**src/design/complex_matrix_vector_mac_macros.svh**
```systemverilog
// Assertion macros shared by the complex matrix-vector MAC modules.
`ifndef COMPLEX_MATRIX_VECTOR_MAC_MACROS_SVH
`define COMPLEX_MATRIX_VECTOR_MAC_MACROS_SVH

`ifndef SYNTHESIS
`define CMVM_ASSERT_IMPL(name, clk, rst_n, pre, post) \
    name: assert property (@(posedge clk) disable iff (!rst_n) (pre) |-> (post)) \
        else $error("cmvm check failed");
`define CMVM_ASSERT_NEXT(name, clk, rst_n, pre, post) \
    name: assert property (@(posedge clk) disable iff (!rst_n) (pre) |=> (post)) \
        else $error("cmvm check failed");
`else
`define CMVM_ASSERT_IMPL(name, clk, rst_n, pre, post)
`define CMVM_ASSERT_NEXT(name, clk, rst_n, pre, post)
`endif

`endif

```
**src/design/cmvm_pkg.sv**
```systemverilog
// Shared constants, types and helper functions of the complex matrix-vector MAC.
package cmvm_pkg;

    localparam int MAX_ORDER     = 64;
    localparam int OPERAND_BITS  = 16;
    localparam int ACC_BITS      = 48;
    localparam int ROW_BITS      = (MAX_ORDER > 1) ? $clog2(MAX_ORDER) : 1;
    localparam int DIM_BITS      = 7;
    localparam int PROD_BITS     = 2 * OPERAND_BITS;
    localparam int SUM_BITS      = ACC_BITS + 2;
    localparam int APB_ADDR_BITS = 3;
    localparam int APB_DATA_BITS = 32;
    localparam int S_TDATA_BITS  = ((4 * OPERAND_BITS + 7) / 8) * 8;
    localparam int M_TDATA_BITS  = ((ROW_BITS + 2 * ACC_BITS + 7) / 8) * 8;

    typedef logic signed [OPERAND_BITS-1:0] operand_t;
    typedef logic signed [PROD_BITS-1:0]    prod_t;
    typedef logic signed [ACC_BITS-1:0]     acc_t;
    typedef logic signed [SUM_BITS-1:0]     sum_t;
    typedef logic [ROW_BITS-1:0]            row_t;
    typedef logic [ROW_BITS:0]              order_t;
    typedef logic [DIM_BITS-1:0]            dim_t;

    localparam dim_t DIM_RESET = DIM_BITS'(MAX_ORDER);

    typedef enum logic [APB_ADDR_BITS-3:0] {
        REG_DIM_IN_USE = '0
    } reg_idx_t;

    typedef struct packed {
        row_t row;
        logic last;
    } step_t;

    typedef struct packed {
        logic en;
        row_t addr;
        acc_t re;
        acc_t im;
    } acc_wr_t;

    typedef struct packed {
        acc_t re;
        acc_t im;
    } acc_rd_t;

    function automatic order_t clamp_dim(dim_t d);
        order_t res;
        if (d == '0) begin
            res = order_t'(1);
        end else if (int'(d) > MAX_ORDER) begin
            res = order_t'(MAX_ORDER);
        end else begin
            res = order_t'(d);
        end
        return res;
    endfunction

    function automatic acc_t sat_acc(sum_t s);
        logic [SUM_BITS-ACC_BITS:0] hi;
        acc_t res;
        hi = s[SUM_BITS-1:ACC_BITS-1];
        if ((&hi) || !(|hi)) begin
            res = s[ACC_BITS-1:0];
        end else if (s[SUM_BITS-1]) begin
            res = {1'b1, {(ACC_BITS-1){1'b0}}};
        end else begin
            res = {1'b0, {(ACC_BITS-1){1'b1}}};
        end
        return res;
    endfunction

endpackage

```
**src/design/cmvm_index_ctrl.sv**
```systemverilog
// Row and column counters that walk the matrix in column-major order.
module cmvm_index_ctrl (
    input  logic             aclk,
    input  logic             aresetn,
    input  logic             advance,
    input  cmvm_pkg::dim_t   dim,
    output cmvm_pkg::step_t  cur
);

    cmvm_pkg::row_t   row_reg, row_next;
    cmvm_pkg::row_t   col_reg, col_next;
    cmvm_pkg::order_t dim_eff, last_idx;
    logic             row_last, col_last;

    always_comb begin
        dim_eff  = cmvm_pkg::clamp_dim(dim);
        last_idx = dim_eff - cmvm_pkg::order_t'(1);
        row_last = {1'b0, row_reg} >= last_idx;
        col_last = {1'b0, col_reg} >= last_idx;
        cur.row  = row_reg;
        cur.last = row_last && col_last;
        row_next = row_reg + cmvm_pkg::row_t'(1);
        col_next = col_reg;
        if (row_last) begin
            row_next = '0;
            col_next = col_last ? '0 : col_reg + cmvm_pkg::row_t'(1);
        end
    end

    always_ff @(posedge aclk) begin
        if (!aresetn) begin
            row_reg <= '0;
            col_reg <= '0;
        end else if (advance) begin
            row_reg <= row_next;
            col_reg <= col_next;
        end
    end

endmodule

```
**config.mk**
```make
export PLATFORM = sky130hd
export DESIGN_NAME = cmvm_index_ctrl
export DESIGN_NICKNAME = d
export VERILOG_FILES = /design/src/design/complex_matrix_vector_mac_macros.svh /design/src/design/cmvm_pkg.sv /design/src/design/cmvm_index_ctrl.sv
export SDC_FILE = /design/constraint.sdc
export NUM_CORES = 1
export LEC_CHECK = 0
export BUFFER_PORTS_ARGS = -buffer_cell sky130_fd_sc_hd__buf_2
export CAP_MARGIN = 5
export CORE_MARGIN = 3
export CORE_UTILIZATION = 35
export DETAILED_ROUTE_END_ITERATION = 8
export SYNTH_ARGS = -nofsm -noshare
export SYNTH_HDL_FRONTEND = slang
export SYNTH_SLANG_ARGS = --single-unit
```
**constraint.sdc**
```tcl
create_clock -name aclk -period 4.4 [get_ports aclk]
set_clock_uncertainty 0.05 [all_clocks]
set_input_delay 0.22 -clock aclk [delete_from_list [all_inputs] [get_ports aclk]]
set_output_delay 0.22 -clock aclk [all_outputs]
set_load 0.02 [all_outputs]
```
# [Word-level counts from Yosys, hierarchy flattened]
# Cells that the tools add are included.
[classes] n_lt_le_gt_ge=3 n_mux=4 shifts=0 n_addsub=3 reduce_logical=3 eq_ne=0 mul=0 n_div=0 bitwise_logic=0
[op_table] op=">= comparator 6 x 7 -> 1 bit" n=2
[op_table] op="2-to-1 mux 7 bit" n=2
[op_table] op="adder 6 x 1 -> 6 bit, second input constant" n=2
[op_table] op="2-to-1 mux 6 bit" n=2
[op_table] op="> comparator 7 bit, second input constant" n=1
[op_table] op="zero test 7 bit" n=1
[op_table] op="subtractor 7 x 1 -> 7 bit, second input constant" n=1
[op_table] op="AND reduction 2 bit" n=1
[op_table] op="logical AND 1 bit" n=1
[word_totals] latchBits=0 register_bits=12 rom_bits=0 out_inout_bits=7 memories=0 word_cells=15 mem_bits_rw=0

# [Longest topological paths before layout]
[depth] depth_word=6 depth_mapped=13

# [Worst setup path after synthesis]
# Ideal clock, no wire load.
[synth_timing] path_kind="input port to output port" start="input dim[2]" end="output cur[0] (netlist bit)" path_stages=11 slack_ns=1.644 arrival_ns=2.486 required_time_ns=4.130 cell_sequence="or3_4 > nor3_1 > o21bai_1 > ha_1 > xnor2_1 > ha_1 > nand2_1 > o21ai_0 > o21ai_1 > a31oi_4 > and3_1"
[synth_rtl] element="start: declaration" line_no="cmvm_index_ctrl.sv:6" rtl="input cmvm_pkg::dim_t dim,"
[synth_rtl] element="end: declaration" line_no="cmvm_index_ctrl.sv:7" rtl="output cmvm_pkg::step_t cur"

==> results.yml <==
route:
  first_pass_iters: 4
  drc: 0
  via_count: 982
  vias_per_cell: 5.52
  final_antenna_net_count: 0
  drt_iter0_drc: 38
  wl_mm: 2.29
  wl_per_cell_um: 12.9
pwr:
  vdd_drop_max_mv: 0.134
  power_density_mw_per_mm2: 211
  netSwitchingFraction_pct: 29.0
  pwr-share-clk_pct: 34.8
  pwr-share-comb_pct: 22.2
  p_leak_nw: 0.479
  p_int_mw: 0.186
  power_frac_seq_pct: 43.0
  p_switching_mw: 0.0758
synth:
  yosys.area.top_type: "dfxtp_1"
  ys_ff_latch: 12
  netlist.area_leader.share_pct: 22.0
  synth_area_mm2: 0.00109
  synthTopCellsByArea: "dfxtp_1, ha_1, o22ai_2"
  synth_edf_count: 0
  syn_inst: 129
  synthArstFlopShare_pct: 0
  syn_area_per_cell_um2: 8.46
  yosysMostFrequentCell: "nand2_1"
  synthTopCellsByCount: "nand2_1, dfxtp_1, inv_1, a21oi_1, ha_1"
  yosysSeqAreaShare_pct: 22.0
  synthFlopType: "dfxtp_1"
  yosysUniqueCellTypes: 47
  yosys_warnings: 0
  synth_nets: 148
layout:
  antenna_cells: 0
  drive_above_1_share_pct: 27.2
  n_fill_cell: 290
  area.growth.synth_to_final_pct: 13.5
  fin_nets: 167
  instances_no_fill: 178
sta:
  slew-limit-headroom_pct: 75.5
  rsz0062_at_grt: "no"
  period_share_pct: 74.2
  setup_tns_ps: 0
  tightest_slew_ps: 368
  finalCriticalPeriod_ps: 3260
  final-max-slew-violation-count: 0
  max_freq_mhz: 306
  finalHoldViolCount: 0
  setup_viol: 0
critical_path:
  cp_slowest_stage_delay_ps: 420
  start_kind: "input port"
  critPathKind: "input port to output port"
  cp_slowest_cell: "or3_4"
  crit_fanout: 9
  cp_top_family: "compound AO/OA/AOI/OAI gates"
  path_cells: "buf_2 > or3_4 > nor3_1 > o21bai_1 > ha_1 > xnor2_1 > ha_1 > a21oi_1 > o21ai_0 > a21oi_1 > a31oi_4 > and3_1 > buf_2"
  arrival_ps: 2990
  end_kind: "output port"
  path_buf_inv: 2
  worstPathRequired_ps: 4130
global_routing:
  grt_pass1_wl_mm: 3.96
  grt_pass1_vias: 926
  grt.total_usage_pct: 13.8
  grt_overflow: 0
  grt_antenna_before_repair: 0
  grt_max_degree: 14
floorplanning:
  start_util_pct: 38.2
  die_h_um: 61.8
  row_count: 19
  io_pins: 17
  core-area_mm2: 0.00285
  die_area_mm2: 0.00382
  fp.dieW_um: 61.8
placed_design:
  dp_hpwl_mm: 1.81
  post-place-cells: 174
  place.gp.congestion: 0.858
  numPortBuffers: 16
clock_tree:
  htreeDepth: 1
  cts_setup_buffers: 0
  cts_hold_repair.buffers: 0
  cts_resized: 0
  clock_latency_ps: 280
  clk_pin_slew_ps: 80
  cts_tree: "done"
  cts.sinks: 12
  numCtsBuffers: 3
  root_buffer: "clkbuf_4"
  cts_buffer_depth: 2
run_status:
  outcome: "completed"
flow_run:
  drv_cap: 0
worst_hold_path:
  hold_class: "input port to register"
[logic make-up after synthesis]
kind of cell	count (synthesis)	synth area share, %
flip-flops	12	22.0
AND/OR/NAND/NOR	54	28.9
adder cells (fa/ha/maj)	9	10.3
buffers and inverters	12	4.13
XOR/XNOR	3	2.41
AO/OA/AOI/OAI	38	31.3
multiplexers	1	0.917
[worst reg2reg max path, cell delays in order, from the launching register on]
cell and delay (ps):
dfxtp_1 400, inv_1 100, ha_1 290, nand2b_1 140, a211o_1 310, a31oi_1 200, o32ai_2 150, a21boi_4 240
nand2_4 110, o22ai_2 160
[routing by layer]
metal / routed length [µm] / vias to the layer above / GRT usage, %
met4: 40 / 0 / 6.36
met3: 73 / 5 / 2.48
met2: 1030 / 16 / 22.4
met5: 0 / - / 0
li1: - / 517 / -
met1: 1150 / 444 / 17.8
[final timing paths]
check	from	cells after the start	to	slack (ps)
max reg2reg	col_reg[0]	9	col_reg[3]	2200
max	dim[2]	13	cur[0]	1140
min reg2reg	col_reg[5]	2	col_reg[5]	460
min	aresetn	3	row_reg[5]	200
[layout by cell type (no fill, tap or decap), types with 2 or more instances in the layout]
| cell | synthesis | final |
|---|---|---|
| xnor2_1 | 2 | 2 |
| or2_2 | 2 | 2 |
| nand4_1 | 2 | 2 |
| nor2_1 | 5 | 5 |
| o21ai_1 | 2 | 2 |
| nand2_1 | 13 | 13 |
| o31a_1 | 2 | 2 |
| and3_1 | 3 | 3 |
| o21ai_0 | 3 | 3 |
| nor2b_1 | 7 | 7 |
| a21boi_2 | 2 | 2 |
| dfxtp_1 | 12 | 12 |
| a21boi_1 | 2 | 2 |
| nand3_1 | 4 | 4 |
| ha_1 | 9 | 9 |
| nor4_1 | 2 | 2 |
| buf_2 | 0 | 16 |
| o22ai_2 | 4 | 4 |
| a21oi_1 | 9 | 9 |
| o32ai_2 | 2 | 2 |
| or4b_1 | 2 | 2 |
| nand2b_1 | 3 | 3 |
| clkbuf_4 | 0 | 3 |
| inv_1 | 10 | 10 |
| and2_1 | 2 | 2 |
[power by group through the flow]
stage / Sequential, mW / Combinational [mW] / Clock (mW)
after CTS: 0.113 / 0.0584 / 0.0927
after global routing: 0.113 / 0.0652 / 0.0996
after detailed placement: 0.115 / 0.0577 / 0
final: 0.113 / 0.0582 / 0.0910
after floorplan: 0.117 / 0.0394 / 0
after global placement: 0.115 / 0.0573 / 0
[cell type report]
type | count | area [µm²] | area share [%]
clock buffer | 4 | 36.3 | 2.93
inverter | 10 | 37.5 | 3.03
multi-input combinational | 105 | 806 | 65.1
sequential | 12 | 240 | 19.4
tap | 31 | 38.8 | 3.13
timing repair buffer | 16 | 80.1 | 6.46
[metrics by stage]
| stage | power [mW] | cell area, µm² | hold slack, ps | worst slack (ps) | utilization (%) |
|---|---|---|---|---|---|
| floorplan | 0.156 | 1090 | 292 | 1640 | - |
| global placement | 0.172 | 1200 | 450 | 1280 | 42.1 |
| detailed placement | 0.173 | 1200 | 448 | 1160 | 42.1 |
| CTS | 0.264 | 1240 | 205 | 1130 | 43.4 |
| global route | 0.278 | 1240 | 216 | 955 | 43.4 |
| finish | 0.262 | 1240 | 205 | 1140 | 43.4 |
Power figures use the tool's default switching activity.
