===== config.mk =====
export PLATFORM = sky130hd
export DESIGN_NAME = cmvm_apb_regs
export DESIGN_NICKNAME = d
export VERILOG_FILES = /design/src/design/complex_matrix_vector_mac_macros.svh /design/src/design/cmvm_pkg.sv /design/src/design/cmvm_apb_regs.sv
export SDC_FILE = /design/constraint.sdc
export NUM_CORES = 1
export LEC_CHECK = 0
export CELL_PAD_IN_SITES_DETAIL_PLACEMENT = 0
export CELL_PAD_IN_SITES_GLOBAL_PLACEMENT = 1
export CORE_UTILIZATION = 35
export DETAILED_ROUTE_END_ITERATION = 6
export DONT_BUFFER_PORTS = 1
export PLACE_DENSITY = 0.82
export SLEW_MARGIN = 20
export SYNTH_ARGS = -nofsm -noshare
export SYNTH_HDL_FRONTEND = slang
export SYNTH_SLANG_ARGS = --single-unit

===== constraint.sdc =====
create_clock -name aclk -period 1.1 [get_ports aclk]
set_input_delay 0.33 -clock aclk [delete_from_list [all_inputs] [get_ports aclk]]
set_output_delay 0.33 -clock aclk [all_outputs]
set_load 0.005 [all_outputs]

===== src/design/complex_matrix_vector_mac_macros.svh =====
// Assertion macros shared by the complex matrix-vector MAC modules.
`ifndef COMPLEX_MATRIX_VECTOR_MAC_MACROS_SVH
`define COMPLEX_MATRIX_VECTOR_MAC_MACROS_SVH

`ifndef SYNTHESIS
`define CMVM_ASSERT_IMPL(name, clk, rst_n, pre, post) \
    name: assert property (@(posedge clk) disable iff (!rst_n) (pre) |-> (post)) \
        else $error("cmvm check failed");
`define CMVM_ASSERT_NEXT(name, clk, rst_n, pre, post) \
    name: assert property (@(posedge clk) disable iff (!rst_n) (pre) |=> (post)) \
        else $error("cmvm check failed");
`else
`define CMVM_ASSERT_IMPL(name, clk, rst_n, pre, post)
`define CMVM_ASSERT_NEXT(name, clk, rst_n, pre, post)
`endif

`endif


===== src/design/cmvm_pkg.sv =====
// Shared constants, types and helper functions of the complex matrix-vector MAC.
package cmvm_pkg;

    localparam int MAX_ORDER     = 64;
    localparam int OPERAND_BITS  = 16;
    localparam int ACC_BITS      = 48;
    localparam int ROW_BITS      = (MAX_ORDER > 1) ? $clog2(MAX_ORDER) : 1;
    localparam int DIM_BITS      = 7;
    localparam int PROD_BITS     = 2 * OPERAND_BITS;
    localparam int SUM_BITS      = ACC_BITS + 2;
    localparam int APB_ADDR_BITS = 3;
    localparam int APB_DATA_BITS = 32;
    localparam int S_TDATA_BITS  = ((4 * OPERAND_BITS + 7) / 8) * 8;
    localparam int M_TDATA_BITS  = ((ROW_BITS + 2 * ACC_BITS + 7) / 8) * 8;

    typedef logic signed [OPERAND_BITS-1:0] operand_t;
    typedef logic signed [PROD_BITS-1:0]    prod_t;
    typedef logic signed [ACC_BITS-1:0]     acc_t;
    typedef logic signed [SUM_BITS-1:0]     sum_t;
    typedef logic [ROW_BITS-1:0]            row_t;
    typedef logic [ROW_BITS:0]              order_t;
    typedef logic [DIM_BITS-1:0]            dim_t;

    localparam dim_t DIM_RESET = DIM_BITS'(MAX_ORDER);

    typedef enum logic [APB_ADDR_BITS-3:0] {
        REG_DIM_IN_USE = '0
    } reg_idx_t;

    typedef struct packed {
        row_t row;
        logic last;
    } step_t;

    typedef struct packed {
        logic en;
        row_t addr;
        acc_t re;
        acc_t im;
    } acc_wr_t;

    typedef struct packed {
        acc_t re;
        acc_t im;
    } acc_rd_t;

    function automatic order_t clamp_dim(dim_t d);
        order_t res;
        if (d == '0) begin
            res = order_t'(1);
        end else if (int'(d) > MAX_ORDER) begin
            res = order_t'(MAX_ORDER);
        end else begin
            res = order_t'(d);
        end
        return res;
    endfunction

    function automatic acc_t sat_acc(sum_t s);
        logic [SUM_BITS-ACC_BITS:0] hi;
        acc_t res;
        hi = s[SUM_BITS-1:ACC_BITS-1];
        if ((&hi) || !(|hi)) begin
            res = s[ACC_BITS-1:0];
        end else if (s[SUM_BITS-1]) begin
            res = {1'b1, {(ACC_BITS-1){1'b0}}};
        end else begin
            res = {1'b0, {(ACC_BITS-1){1'b1}}};
        end
        return res;
    endfunction

endpackage


===== src/design/cmvm_apb_regs.sv =====
// APB register file holding the matrix order in use.
module cmvm_apb_regs (
    input  logic                                aclk,
    input  logic                                aresetn,
    input  logic                                psel,
    input  logic                                penable,
    input  logic                                pwrite,
    input  logic [cmvm_pkg::APB_ADDR_BITS-1:0]  paddr,
    input  logic [cmvm_pkg::APB_DATA_BITS-1:0]  pwdata,
    output logic [cmvm_pkg::APB_DATA_BITS-1:0]  prdata,
    output logic                                pready,
    output cmvm_pkg::dim_t                      dim
);

    cmvm_pkg::dim_t     dim_reg;
    cmvm_pkg::reg_idx_t reg_idx;
    logic               wr_en;

    assign pready  = 1'b1;
    assign wr_en   = psel && penable && pwrite && pready;
    assign reg_idx = cmvm_pkg::reg_idx_t'(paddr[cmvm_pkg::APB_ADDR_BITS-1:2]);
    assign dim     = dim_reg;

    always_ff @(posedge aclk) begin
        if (!aresetn) begin
            dim_reg <= cmvm_pkg::DIM_RESET;
        end else if (wr_en) begin
            case (reg_idx)
                cmvm_pkg::REG_DIM_IN_USE: begin
                    dim_reg <= pwdata[cmvm_pkg::DIM_BITS-1:0];
                end
                default: begin
                    dim_reg <= dim_reg;
                end
            endcase
        end
    end

    always_comb begin
        case (reg_idx)
            cmvm_pkg::REG_DIM_IN_USE: begin
                prdata = cmvm_pkg::APB_DATA_BITS'(dim_reg);
            end
            default: begin
                prdata = '0;
            end
        endcase
    end

endmodule


# Word-level counts from Yosys, hierarchy flattened
# Index checks and enable logic that the tools add are counted.
# W data, S select, Z words.
# op_classes
n_reduce_logical,3
n_eq_ne,0
bitwise_logic,1
div_mod_pow,0
n_addsub,0
shifts,0
n_mul,0
order_cmp,0
n_mux,1
# op_table
op,n
$mux W7,1
$logic_and A1 B1 Y1,2
$reduce_and A2 Y1,1
$not A1 Y1,1
# totals
ff_bits,7
output_inout_bits,40
rom_bits,0
elab_cells,6
ramBits,0
latchBits,0
input_bits,40
memories,0

# Depth between registers and ports, before layout
# logic_depth
depth_word,3
mapped_depth,3
ltp_nobuf,2

# Least setup slack after synthesis
# Ideal clock, no wire load.
# synth_timing
path_kind,in2reg
start,input port paddr[2] (netlist name)
end,"register dim_reg[0], in the netlist dim[0]"
required_time_ps,1028
setup_ps,72
path_stages,3
n_path_buf,1
slack_ps,170
arrival_time_ps,858
path_cell_list,and4b_1 -> buf_6 -> mux2i_1
# synth_between
elab_chain_len,2
# synth_rtl
item,line,rtl
"start, declared",cmvm_apb_regs.sv:8,"input logic [cmvm_pkg::APB_ADDR_BITS-1:0] paddr,"
$not A1 Y1 (no source line),n/a,
$reduce_and A2 Y1 (no source line),n/a,
"end signal, assigned",cmvm_apb_regs.sv:26,dim_reg <= cmvm_pkg::DIM_RESET;
"end signal, assigned",cmvm_apb_regs.sv:30,dim_reg <= pwdata[cmvm_pkg::DIM_BITS-1:0];
"end signal, assigned",cmvm_apb_regs.sv:33,dim_reg <= dim_reg;
"end, declared",cmvm_apb_regs.sv:15,cmvm_pkg::dim_t dim_reg;
# Every way passes these cells.
# A chain may end at the register's enable or synchronous reset.

# Worst setup path after layout
# layout_timing
start,"register dim_reg[3], in the netlist dim[3]"
end,output port prdata[3] (netlist name)
# layout_between
elab_chain_len,1
# layout_rtl
item,line,rtl
$mux W7,cmvm_apb_regs.sv:40,case (reg_idx)
"end, declared",cmvm_apb_regs.sv:10,"output logic [cmvm_pkg::APB_DATA_BITS-1:0] prdata,"
# Every way passes these cells.

==> summary.txt <==
Drt
  – DR WL/cell: 9.333 um
  – Vias: 338
  – Vias/cell: 4.024
  – Drt first-iter violations: 4
  – Drt drc: 1
  – Antenna viol nets, final: 0
  – DR pass1 iterations: 5
  – Detailed-route wire length: 784 um

Worst setup path
  – Critical Path Source Type: register
  – R2R Path Start: dim[6]
  – WP data required: 0.77 ns
  – CP Class: register to primary output
  – Stages on worst setup path: 1
  – R2R cell count: 2
  – Crit path buffers/inverters: 0
  – Slowest stage delay, CP: 0.33 ns
  – Crit path to: prdata[3]
  – R2r endpoint: dim[6]
  – Worst Path Max Fanout: 3
  – Top Family by Delay on Critical Path: flip-flops
  – Critical Path AT: 0.78 ns
  – Worst path slowest cell: dfxtp_2
  – Worst path cell trace: and2b_2
  – CP Capture Type: primary output
  – FF-to-FF setup slack: 0.49 ns
  – Setup crit start: dim[3]

Logic synthesis
  – Biggest area consumer among synthesized cells: buf_4
  – Post-synthesis sequential area ratio: 0.2517
  – Commonest cells post-synth: 26 x buf_4, 12 x nand2_1, 7 x and2b_2, 7 x dfxtp_1, 7 x mux2i_1
  – Adder-Cell Fraction of Synth Area: 0
  – Mux cell area share after synthesis: 0.1258
  – Avg Inst Size Synth: 8.436 um^2
  – FFs w/ async S/R, synth: 0
  – Yosys Warn Count: 0
  – Synth Area in XOR/XNOR: 0
  – Instance count of the mapped netlist: 66
  – Most numerous cell in the Yosys netlist: buf_4
  – EDFF count, synth: 0
  – Simple-gate portion of the synthesized area: 0.2315
  – Complex-gate fraction of the synthesized area: 0
  – Synth Cell Area: 556.8 um^2
  – Seq cells post-synth: 7
  – Post-synth top area share: 0.3506
  – Top post-synthesis cells by area: buf_4 35%, dfxtp_1 25%, mux2i_1 13%, and2b_2 11%, nand2_1 8.1%
  – Number of distinct library cells after synthesis: 10
  – Synth Flop Type: dfxtp_1
  – Largest family of logic cells by synthesized area: buffers and inverters

Layout
  – Nets: 109
  – Inserted Diodes: 0
  – Number of flip-flops under the largest register name: 7
  – Fillcell total: 174
  – Utilization after layout: 0.3403
  – Share of layout cells above drive strength 1: 0.2794
  – Area Overhead vs Synth: -8.989%

Pwr
  – VDD IR-drop max: 0.2975 mV
  – Gate power share: 0.090
  – Leakage dissipation: 0.2520 nW
  – Sequential power share: 0.483
  – Clock share of power: 0.426
  – Int Power: 0.0004175 W
  – Psw: 0.0001317 W
  – Switching Share: 0.2399
  – Power Density: 1084 nW/um^2

Global routing
  – Largest net degree at the start of global routing: 15
  – Global Route Usage Sum: 0.09403
  – Initial antenna violation count: 0
  – Vias in the first global route: 270
  – Global-route wire length before repair: 1.200 mm
  – Grt ovf: 0

Placed design
  – DP HPWL: 649.4 um
  – I/O Buffers: 0
  – Final GP Congestion: 0.6216

Clock tree
  – CTS H-tree depth: 1
  – Clock transition at path regs: 0.06 ns
  – Root Driver: clkbuf_4
  – Number of buffers created by CTS: 3
  – Clock Sink Count: 7
  – Clk_lat worst skew: 0.24 ns
  – CTS max path bufs: 2
  – Post-cts hold buffer count: 0
  – CTS tree: yes

Floorplanning
  – Die height: 41.89 um
  – Core Region: 1489 um^2
  – Row count: 14
  – Initial Util: 0.3739
  – Die Area: 1754 um^2
  – Ports: 80
  – Die W: 41.89 um

Outcome
  – Status: finished with violations
  – Failing checks: design-rule violations, negative setup slack

Timing
  – Final worst slack: -0.009005 ns
  – FMAX: 0.9017 GHz
  – Setup violations, final: 3
  – Max Slew Vio Count: 0
  – Min Tclk post-route: 1.109 ns
  – Fin crit share: 1.008
  – Setup TNS: -0.01170 ns
  – Final hold violation count: 0
  – Clock Skews: 0 ns
  – RSZ-0062 raised after global routing: yes

Min path
  – Hold Path Depth: 2
  – Hold WC Path Type: primary input to register

Run
  – Max cap viols: 0
[cell type report]
| type | instances | area (um^2) | share of cell area |
|---|---|---|---|
| clock buffers | 4 | 26.28 | 0.05185 |
| multi-input cells | 55 | 296.5 | 0.5852 |
| flip-flops and latches | 7 | 148.9 | 0.2938 |
| well taps | 16 | 20.02 | 0.03951 |
| repair buffers | 2 | 15.01 | 0.02963 |
[worst register-to-register path, cell delays in order (launching register included)]
cell,delay (ns)
dfxtp_2,0.33
nor2b_1,0.10
mux2i_1,0.07
[what timing repair did]
action | 4_1_cts | 5_1_grt
gates resized for setup | 7 | 0
setup buffers | 0 | 0
pin swaps | 0 | 0
endpoints found under the setup margin | 7 | 7
[logic make-up after synthesis]
family                 count (synthesis)
other                                  2
and+or+nand+nor                       22
DFF                                    7
buffers and inverters                 28
muxes                                  7
[power groups by stage]
stage | combinational, W | clock [W] | sequential, W
6_report | 0.0000496 | 0.000234 | 0.000266
5_1_grt | 0.0000576 | 0.000265 | 0.000266
4_1_cts | 0.0000487 | 0.000251 | 0.000266
3_5_place_dp | 0.0000485 | 0 | 0.000270
3_3_place_gp | 0.0000478 | 0 | 0.000270
2_1_floorplan | 0.000117 | 0 | 0.000269
[cells in the final DEF, fill, tap and decap left out]
cell type	synthesis	routed
conb_1	2	26
nand2_1	12	12
and2b_2	7	7
mux2i_1	7	7
dfxtp_2	0	7
clkbuf_4	0	3
nor2b_1	2	2
buf_4	26	2
and4b_1	1	1
clkbuf_1	1	1
[per-layer routing]
| metal | wire (um) | vias up | GRT usage |
|---|---|---|---|
| met5 | 0 | - | 0 |
| met4 | 0 | 0 | 0.05806 |
| met3 | 106 | 0 | 0.03913 |
| met1 | 298 | 149 | 0.1078 |
| met2 | 378 | 33 | 0.1438 |
| li1 | - | 156 | - |
[worst min path at each step]
| stage | start | to |
|---|---|---|
| 2_1_floorplan | dim[0] | dim[0] |
| 3_3_place_gp | dim[0] | dim[0] |
| 3_5_place_dp | dim[1] | dim[1] |
| 4_1_cts | pwdata[1] | dim[1] |
| 5_1_grt | pwdata[0] | dim[0] |
| 6_report | pwdata[1] | dim[1] |
[stage by stage]
| step | power (W) | std cells | setup slack (ns) | hold WS, ns | area [um^2] |
|---|---|---|---|---|---|
| floorplan | 0.0003855 | 90 | 0.1699 | 0.4602 | 646.9 |
| global placement | 0.0003176 | 80 | 0.1181 | 0.4713 | 471.7 |
| detailed placement | 0.0003187 | 80 | 0.1088 | 0.4790 | 471.7 |
| CTS | 0.0005651 | 84 | -0.02853 | 0.1998 | 506.7 |
| global route | 0.0005889 | 84 | -0.03865 | 0.2138 | 506.7 |
| finish | 0.0005492 | 84 | -0.009005 | 0.2079 | 506.7 |
(Power assumes the default switching activity.)
