**config.mk**
```make
export PLATFORM = sky130hd
export DESIGN_NAME = cmvm_mac_pipe
export DESIGN_NICKNAME = d
export VERILOG_FILES = /design/src/design/cmvm_pkg.sv /design/src/design/cmvm_mac_pipe.sv
export VERILOG_INCLUDE_DIRS = /design/src /design/src/design
export SDC_FILE = /design/constraint.sdc
export NUM_CORES = 2
export LEC_CHECK = 0
export BUFFER_PORTS_ARGS = -buffer_cell sky130_fd_sc_hd__clkbuf_2
export CAP_MARGIN = 20
export CELL_PAD_IN_SITES_DETAIL_PLACEMENT = 0
export CELL_PAD_IN_SITES_GLOBAL_PLACEMENT = 1
export CORE_MARGIN = 5
export CORE_UTILIZATION = 35
export CTS_CLUSTER_SIZE = 8
export DETAILED_ROUTE_END_ITERATION = 8
export PLACE_DENSITY_LB_ADDON = 0.1
export SLEW_MARGIN = 20
export SYNTH_ARGS = -nofsm -noshare
export SYNTH_HDL_FRONTEND = slang
export SYNTH_SLANG_ARGS = --single-unit
```
**constraint.sdc**
```tcl
create_clock -name aclk -period 63.2 [get_ports aclk]
set_input_delay 6.32 -clock aclk [delete_from_list [all_inputs] [get_ports aclk]]
set_output_delay 6.32 -clock aclk [all_outputs]
set_load 0.02 [all_outputs]
```
**src/design/complex_matrix_vector_mac_macros.svh**
```systemverilog
// Assertion macros shared by the complex matrix-vector MAC modules.
`ifndef COMPLEX_MATRIX_VECTOR_MAC_MACROS_SVH
`define COMPLEX_MATRIX_VECTOR_MAC_MACROS_SVH

`ifndef SYNTHESIS
`define CMVM_ASSERT_IMPL(name, clk, rst_n, pre, post) \
    name: assert property (@(posedge clk) disable iff (!rst_n) (pre) |-> (post)) \
        else $error("cmvm check failed");
`define CMVM_ASSERT_NEXT(name, clk, rst_n, pre, post) \
    name: assert property (@(posedge clk) disable iff (!rst_n) (pre) |=> (post)) \
        else $error("cmvm check failed");
`else
`define CMVM_ASSERT_IMPL(name, clk, rst_n, pre, post)
`define CMVM_ASSERT_NEXT(name, clk, rst_n, pre, post)
`endif

`endif

```
**src/design/cmvm_pkg.sv**
```systemverilog
// Shared constants, types and helper functions of the complex matrix-vector MAC.
package cmvm_pkg;

    localparam int MAX_ORDER     = 64;
    localparam int OPERAND_BITS  = 16;
    localparam int ACC_BITS      = 48;
    localparam int ROW_BITS      = (MAX_ORDER > 1) ? $clog2(MAX_ORDER) : 1;
    localparam int DIM_BITS      = 7;
    localparam int PROD_BITS     = 2 * OPERAND_BITS;
    localparam int SUM_BITS      = ACC_BITS + 2;
    localparam int APB_ADDR_BITS = 3;
    localparam int APB_DATA_BITS = 32;
    localparam int S_TDATA_BITS  = ((4 * OPERAND_BITS + 7) / 8) * 8;
    localparam int M_TDATA_BITS  = ((ROW_BITS + 2 * ACC_BITS + 7) / 8) * 8;

    typedef logic signed [OPERAND_BITS-1:0] operand_t;
    typedef logic signed [PROD_BITS-1:0]    prod_t;
    typedef logic signed [ACC_BITS-1:0]     acc_t;
    typedef logic signed [SUM_BITS-1:0]     sum_t;
    typedef logic [ROW_BITS-1:0]            row_t;
    typedef logic [ROW_BITS:0]              order_t;
    typedef logic [DIM_BITS-1:0]            dim_t;

    localparam dim_t DIM_RESET = DIM_BITS'(MAX_ORDER);

    typedef enum logic [APB_ADDR_BITS-3:0] {
        REG_DIM_IN_USE = '0
    } reg_idx_t;

    typedef struct packed {
        row_t row;
        logic last;
    } step_t;

    typedef struct packed {
        logic en;
        row_t addr;
        acc_t re;
        acc_t im;
    } acc_wr_t;

    typedef struct packed {
        acc_t re;
        acc_t im;
    } acc_rd_t;

    function automatic order_t clamp_dim(dim_t d);
        order_t res;
        if (d == '0) begin
            res = order_t'(1);
        end else if (int'(d) > MAX_ORDER) begin
            res = order_t'(MAX_ORDER);
        end else begin
            res = order_t'(d);
        end
        return res;
    endfunction

    function automatic acc_t sat_acc(sum_t s);
        logic [SUM_BITS-ACC_BITS:0] hi;
        acc_t res;
        hi = s[SUM_BITS-1:ACC_BITS-1];
        if ((&hi) || !(|hi)) begin
            res = s[ACC_BITS-1:0];
        end else if (s[SUM_BITS-1]) begin
            res = {1'b1, {(ACC_BITS-1){1'b0}}};
        end else begin
            res = {1'b0, {(ACC_BITS-1){1'b1}}};
        end
        return res;
    endfunction

endpackage

```
**src/design/cmvm_mac_pipe.sv**
```systemverilog
// Three-stage complex multiply-accumulate pipeline with accumulator forwarding.
`include "complex_matrix_vector_mac_macros.svh"

module cmvm_mac_pipe (
    input  logic              aclk,
    input  logic              aresetn,
    input  logic              s_valid,
    output logic              s_ready,
    input  cmvm_pkg::operand_t mat_re,
    input  cmvm_pkg::operand_t mat_im,
    input  cmvm_pkg::operand_t vec_re,
    input  cmvm_pkg::operand_t vec_im,
    input  logic              clear_acc,
    input  cmvm_pkg::step_t   cur,
    input  cmvm_pkg::acc_rd_t rd,
    output cmvm_pkg::acc_wr_t wr,
    output logic              m_valid,
    input  logic              m_ready,
    output cmvm_pkg::row_t    m_row,
    output cmvm_pkg::acc_t    m_re,
    output cmvm_pkg::acc_t    m_im,
    output logic              m_last
);

    // stage 1: operands
    logic               v1_reg, clr1_reg, last1_reg;
    cmvm_pkg::row_t     row1_reg;
    cmvm_pkg::operand_t mr1_reg, mi1_reg, vr1_reg, vi1_reg;
    // stage 2: products and base accumulator
    logic               v2_reg, last2_reg;
    cmvm_pkg::row_t     row2_reg;
    cmvm_pkg::prod_t    p_rr_reg, p_ii_reg, p_ri_reg, p_ir_reg;
    cmvm_pkg::acc_t     base_re_reg, base_im_reg, base_re_next, base_im_next;
    // stage 3: result, also the most recent accumulator write
    logic               v3_reg, last3_reg, lw_vld_reg;
    cmvm_pkg::row_t     row3_reg;
    cmvm_pkg::acc_t     re3_reg, im3_reg;

    logic               s3_ready, s2_ready, adv1, adv2, accept;
    cmvm_pkg::sum_t     sum_re, sum_im;
    cmvm_pkg::acc_t     sat_re, sat_im;

    assign s3_ready = !v3_reg || m_ready;
    assign s2_ready = !v2_reg || s3_ready;
    assign s_ready  = !v1_reg || s2_ready;
    assign accept   = s_valid && s_ready;
    assign adv1     = v1_reg && s2_ready;
    assign adv2     = v2_reg && s3_ready;

    always_comb begin
        sum_re = cmvm_pkg::sum_t'(base_re_reg) + cmvm_pkg::sum_t'(p_rr_reg)
               - cmvm_pkg::sum_t'(p_ii_reg);
        sum_im = cmvm_pkg::sum_t'(base_im_reg) + cmvm_pkg::sum_t'(p_ri_reg)
               + cmvm_pkg::sum_t'(p_ir_reg);
        sat_re = cmvm_pkg::sat_acc(sum_re);
        sat_im = cmvm_pkg::sat_acc(sum_im);
    end

    // pick the newest value of the row: zero on clear_acc, else the update in flight, the last write, or memory
    always_comb begin
        if (clr1_reg) begin
            base_re_next = '0;
            base_im_next = '0;
        end else if (v2_reg && (row2_reg == row1_reg)) begin
            base_re_next = sat_re;
            base_im_next = sat_im;
        end else if (lw_vld_reg && (row3_reg == row1_reg)) begin
            base_re_next = re3_reg;
            base_im_next = im3_reg;
        end else begin
            base_re_next = rd.re;
            base_im_next = rd.im;
        end
    end

    assign wr.en   = adv2;
    assign wr.addr = row2_reg;
    assign wr.re   = sat_re;
    assign wr.im   = sat_im;

    always_ff @(posedge aclk) begin
        if (!aresetn) begin
            v1_reg     <= 1'b0;
            v2_reg     <= 1'b0;
            v3_reg     <= 1'b0;
            lw_vld_reg <= 1'b0;
        end else begin
            if (s_ready) begin
                v1_reg <= s_valid;
            end
            if (s2_ready) begin
                v2_reg <= v1_reg;
            end
            if (s3_ready) begin
                v3_reg <= v2_reg;
            end
            if (adv2) begin
                lw_vld_reg <= 1'b1;
            end
        end
    end

    always_ff @(posedge aclk) begin
        if (accept) begin
            mr1_reg   <= mat_re;
            mi1_reg   <= mat_im;
            vr1_reg   <= vec_re;
            vi1_reg   <= vec_im;
            clr1_reg  <= clear_acc;
            row1_reg  <= cur.row;
            last1_reg <= cur.last;
        end
        if (adv1) begin
            p_rr_reg    <= cmvm_pkg::prod_t'(mr1_reg) * cmvm_pkg::prod_t'(vr1_reg);
            p_ii_reg    <= cmvm_pkg::prod_t'(mi1_reg) * cmvm_pkg::prod_t'(vi1_reg);
            p_ri_reg    <= cmvm_pkg::prod_t'(mr1_reg) * cmvm_pkg::prod_t'(vi1_reg);
            p_ir_reg    <= cmvm_pkg::prod_t'(mi1_reg) * cmvm_pkg::prod_t'(vr1_reg);
            base_re_reg <= base_re_next;
            base_im_reg <= base_im_next;
            row2_reg    <= row1_reg;
            last2_reg   <= last1_reg;
        end
        if (adv2) begin
            re3_reg   <= sat_re;
            im3_reg   <= sat_im;
            row3_reg  <= row2_reg;
            last3_reg <= last2_reg;
        end
    end

    assign m_valid = v3_reg;
    assign m_row   = row3_reg;
    assign m_re    = re3_reg;
    assign m_im    = im3_reg;
    assign m_last  = last3_reg;

    `CMVM_ASSERT_NEXT(a_adv2_fills_out, aclk, aresetn, adv2, v3_reg && (row3_reg == $past(row2_reg)))
    `CMVM_ASSERT_NEXT(a_s1_holds, aclk, aresetn, v1_reg && !s2_ready, v1_reg && $stable(row1_reg))
    `CMVM_ASSERT_IMPL(a_write_in_order, aclk, aresetn, adv2 && v3_reg, m_ready)

endmodule
```
After elaboration in Yosys (flattened, before gate mapping)
Cells that the tools add are included.
{"block": "classes", "addsub": 4, "mul": 4, "n_eq_ne": 2, "mux": 8, "n_reduce_logical": 19}
{"op": "$mux W48", "count": 8}
{"op": "$mul A16 B16 Y32", "count": 4}
{"op": "$add A48 B32 Y49", "count": 2}
{"op": "$add A49 B32 Y50", "count": 1}
{"op": "$sub A49 B32 Y50", "count": 1}
{"op": "$eq A6 B6 Y1", "count": 2}
{"op": "$reduce_and A3 Y1", "count": 2}
{"op": "$reduce_or A3 Y1", "count": 2}
{"op": "$logic_and A1 B1 Y1", "count": 5}
{"op": "$logic_not A1 Y1", "count": 5}
{"op": "$logic_or A1 B1 Y1", "count": 5}
{"block": "word_totals", "regBits": 410}

Depth between registers and ports, before layout
{"block": "depth", "depth_word": 7, "ltp_mapped": 26, "mapped_depth_nobuf": 25}

Least setup slack after synthesis
Ideal clock, no wire load.
{"block": "synth_timing", "path_type": "input-to-reg", "from": "input m_ready", "to": "register base_im_reg[0], enable pin", "setup_time_ps": 1176, "arrival_time_ps": 23040, "required_time_ps": 62024, "slack_ps": 38984, "cell_stages": 2, "n_path_buf": 0, "cell_sequence": "nor2b_1 -> a21boi_0"}
{"block": "synth_between", "elab_chain_len": 3}
{"item": "from (decl)", "line": "cmvm_mac_pipe.sv:18", "rtl": "input logic m_ready,"}
{"item": "$logic_or A1 B1 Y1", "line": "cmvm_mac_pipe.sv:43", "rtl": "assign s3_ready = !v3_reg || m_ready;"}
{"item": "$logic_or A1 B1 Y1", "line": "cmvm_mac_pipe.sv:44", "rtl": "assign s2_ready = !v2_reg || s3_ready;"}
{"item": "$logic_and A1 B1 Y1", "line": "cmvm_mac_pipe.sv:47", "rtl": "assign adv1 = v1_reg && s2_ready;"}
{"item": "net adv1", "line": "cmvm_mac_pipe.sv:39", "rtl": "logic s3_ready, s2_ready, adv1, adv2, accept;"}
{"item": "to (signal assigned)", "line": "cmvm_mac_pipe.sv:119", "rtl": "base_im_reg <= base_im_next;"}
{"item": "to (decl)", "line": "cmvm_mac_pipe.sv:33", "rtl": "cmvm_pkg::acc_t base_re_reg, base_im_reg, base_re_next, base_im_next;"}
The timed path passes the listed nets, and every way through them passes these cells.
A chain may end at the register's enable or synchronous reset.

Final worst setup path
{"block": "layout_timing", "from": "input m_ready", "to": "output s_ready"}
{"block": "layout_between", "elab_chain_len": 3}
{"item": "$logic_or A1 B1 Y1", "line": "cmvm_mac_pipe.sv:43"}
{"item": "$logic_or A1 B1 Y1", "line": "cmvm_mac_pipe.sv:44"}
{"item": "$logic_or A1 B1 Y1", "line": "cmvm_mac_pipe.sv:45", "rtl": "assign s_ready = !v1_reg || s2_ready;"}
{"item": "to (decl)", "line": "cmvm_mac_pipe.sv:8", "rtl": "output logic s_ready,"}
Every way passes these cells.

==> flow_metrics.tcl <==
set metrics [dict create \
    outcome "complete, no violations" \
    syn_nets 8075 \
    worst_slew_pin_slew_ns 1.170 \
    drt_iter0_drc 2243 \
    grt_usage 0.1878 \
    slew_headroom 0.2145 \
    startpoint_type "primary input" \
    dp_cells 8889 \
    min_path_type "register to register" \
    stdcell_area_sq_um 69680 \
    fin_setup_tns_ns 0 \
    finalHoldViolCount 0 \
    gp_congestion 0.8183 \
    synth_top_area_share 0.3624 \
    drc 0 \
    first_global_vias 46570 \
    path_max_fanout 6 \
    via_per_inst 4.842 \
    stdcell_count 8993 \
    wl_per_cell_microns 19.36 \
    ys_async_sr_fraction 0 \
    fin_nets 8330 \
    cts_resized 0 \
    place_ws_ns 49.51 \
    pin_count 380 \
    arrival_ns 7.36 \
    clk_path_buf_depth 3 \
    yosysUniqueCellTypes 93 \
    crit_required_ns 56.88 \
    fin_ws_ns 49.52 \
    h-tree-depth 3 \
    layout_common_cells "1,388 x inv_1, 1,145 x fa_1, 618 x nand2_1" \
    grt_max_degree 60 \
    antenna_found_initial 6 \
    yosysSeqAreaShare 0.1940 \
    synth_warnings 0 \
    die_x_microns 435.1 \
    numCtsBuffers 66 \
    syn_to_final_growth_pct 10.16 \
    avgSynthCellArea_sq_um 9.990 \
    finClkSkew_ns 0.04333 \
    dieArea_sq_um 189300 \
    drt_pass1_iterations 5 \
    die_y_microns 435.1 \
    synth_ff_type "edfxtp_1" \
    vias 43550 \
    drv_cap 0 \
    drive_above_1_share 0.1048 \
    cts_tree "built" \
    netlist_top_cells_area "fa_1 36%, edfxtp_1 19%, ha_1 8.4%" \
    clock-root-buffer "clkbuf_16" \
    clock_sinks 410 \
    hold_buffers 0 \
    core_sq_um 180400 \
    max_freq_mhz 73.10 \
    syn-instance-count 6332 \
    maxSlewViolCount 0 \
    period_minus_slack_ns 13.68 \
    portBuffers 379 \
    initial_core_util 0.3507 \
    synth-edff-count 406 \
    setup-violations-final 0 \
    ys_seq_elements 410 \
    grt_first_pass_wirelength_mm 278.2 \
    yosys.area.top_type "fa_1" \
    critPathKind "primary input to primary output" \
    ant_nets 0 \
    syn-cell-area_sq_um 63260 \
    placed_cell_area_sq_um 67700 \
    clkSlewWorstSetupHoldPaths_ns 0.05 \
    clk_latency_ns 0.69 \
    rsz0062_at_grt "false" \
    finalCritPeriodShare 0.2165 \
    final_common_cell "inv_1" \
    dp_hpwl_mm 133.8 \
    cts_setup_buffers 0 \
    rows 156 \
    endpoint_kind "primary output" \
    grt_overflow 0 \
    drt_wl_total_mm 174.1 \
]
[Yosys cell counts, drive strengths merged, types with 7 or more instances]
master and instances:
inv 1388, fa 1145, nand2 656, and2 499, ha 426, edfxtp 406, clkbuf 250, a21oi 219
xnor2 177, o21ai 155, nor2 144, a21o 100, mux2i 85, nand2b 85, xor2 61, a221oi 58
nand3 52, buf 36, o22ai 35, o21a 30, a211oi 29, o21bai 26, nand4 25, nor3 25
and3 23, a31oi 20, nor2b 20, o211ai 19, o31ai 15, or2 11, mux2 10, a21boi 9
a221o 7, o2111ai 7, or3 7
[layout make-up]
class                           count  area [sq um]
Inverter                         1388          5210
Tap cell                         2370          2965
Clock inverter                     18         231.5
Clock buffer                       83          1737
Fill cell                       18320        110700
Sequential cell                   410         12270
Timing Repair Buffer              473          2603
Antenna cell                        3         7.507
Multi-Input combinational cell   4248         44660
[cell families (layout without fill, tap and decap cells)]
logic type | Yosys count | in the layout | share of synthesized area
xor+xnor | 238 | 238 | 0.03307
buf+inv | 1674 | 1962 | 0.1015
fa+ha+maj | 1571 | 1571 | 0.4466
other cells | 0 | 3 | 0
mux | 95 | 95 | 0.01523
simple gates | 1577 | 1577 | 0.1257
flops | 410 | 410 | 0.1940
compound gates | 767 | 767 | 0.08395
[critical path: stages]
cell	delay [ns]
clkbuf_2	0.08
nor2b_1	0.57
nand3_1	0.19
clkbuf_2	0.20
[per-layer routing]
layer,wire length (microns),GRT usage
met5,31,0
met3,8174,0.02822
met2,77990,0.2918
met1,84430,0.2791
met4,3440,0.03834
[metrics by stage]
stage          hold slack, ns    util
6_report               0.4204  0.3864
5_1_grt                0.4290  0.3863
4_1_cts                0.4166  0.3863
3_5_place_dp           0.4065  0.3754
3_3_place_gp           0.4027  0.3754
2_1_floorplan          0.4003       -
[worst paths after layout]
path	startpoint	to	slack [ns]	depth (start not counted)
hold reg to reg	last1_reg	last2_reg	0.42	0
setup / recovery	m_ready	s_ready	49.52	4
setup reg to reg	mr1_reg[9]	p_rr_reg[31]	54.58	19
hold / removal	last1_reg	last2_reg	0.42	0
Power is left out: the tool's default activity adds up to more than one toggle a clock period on the data nets, which glitch-free logic cannot reach.
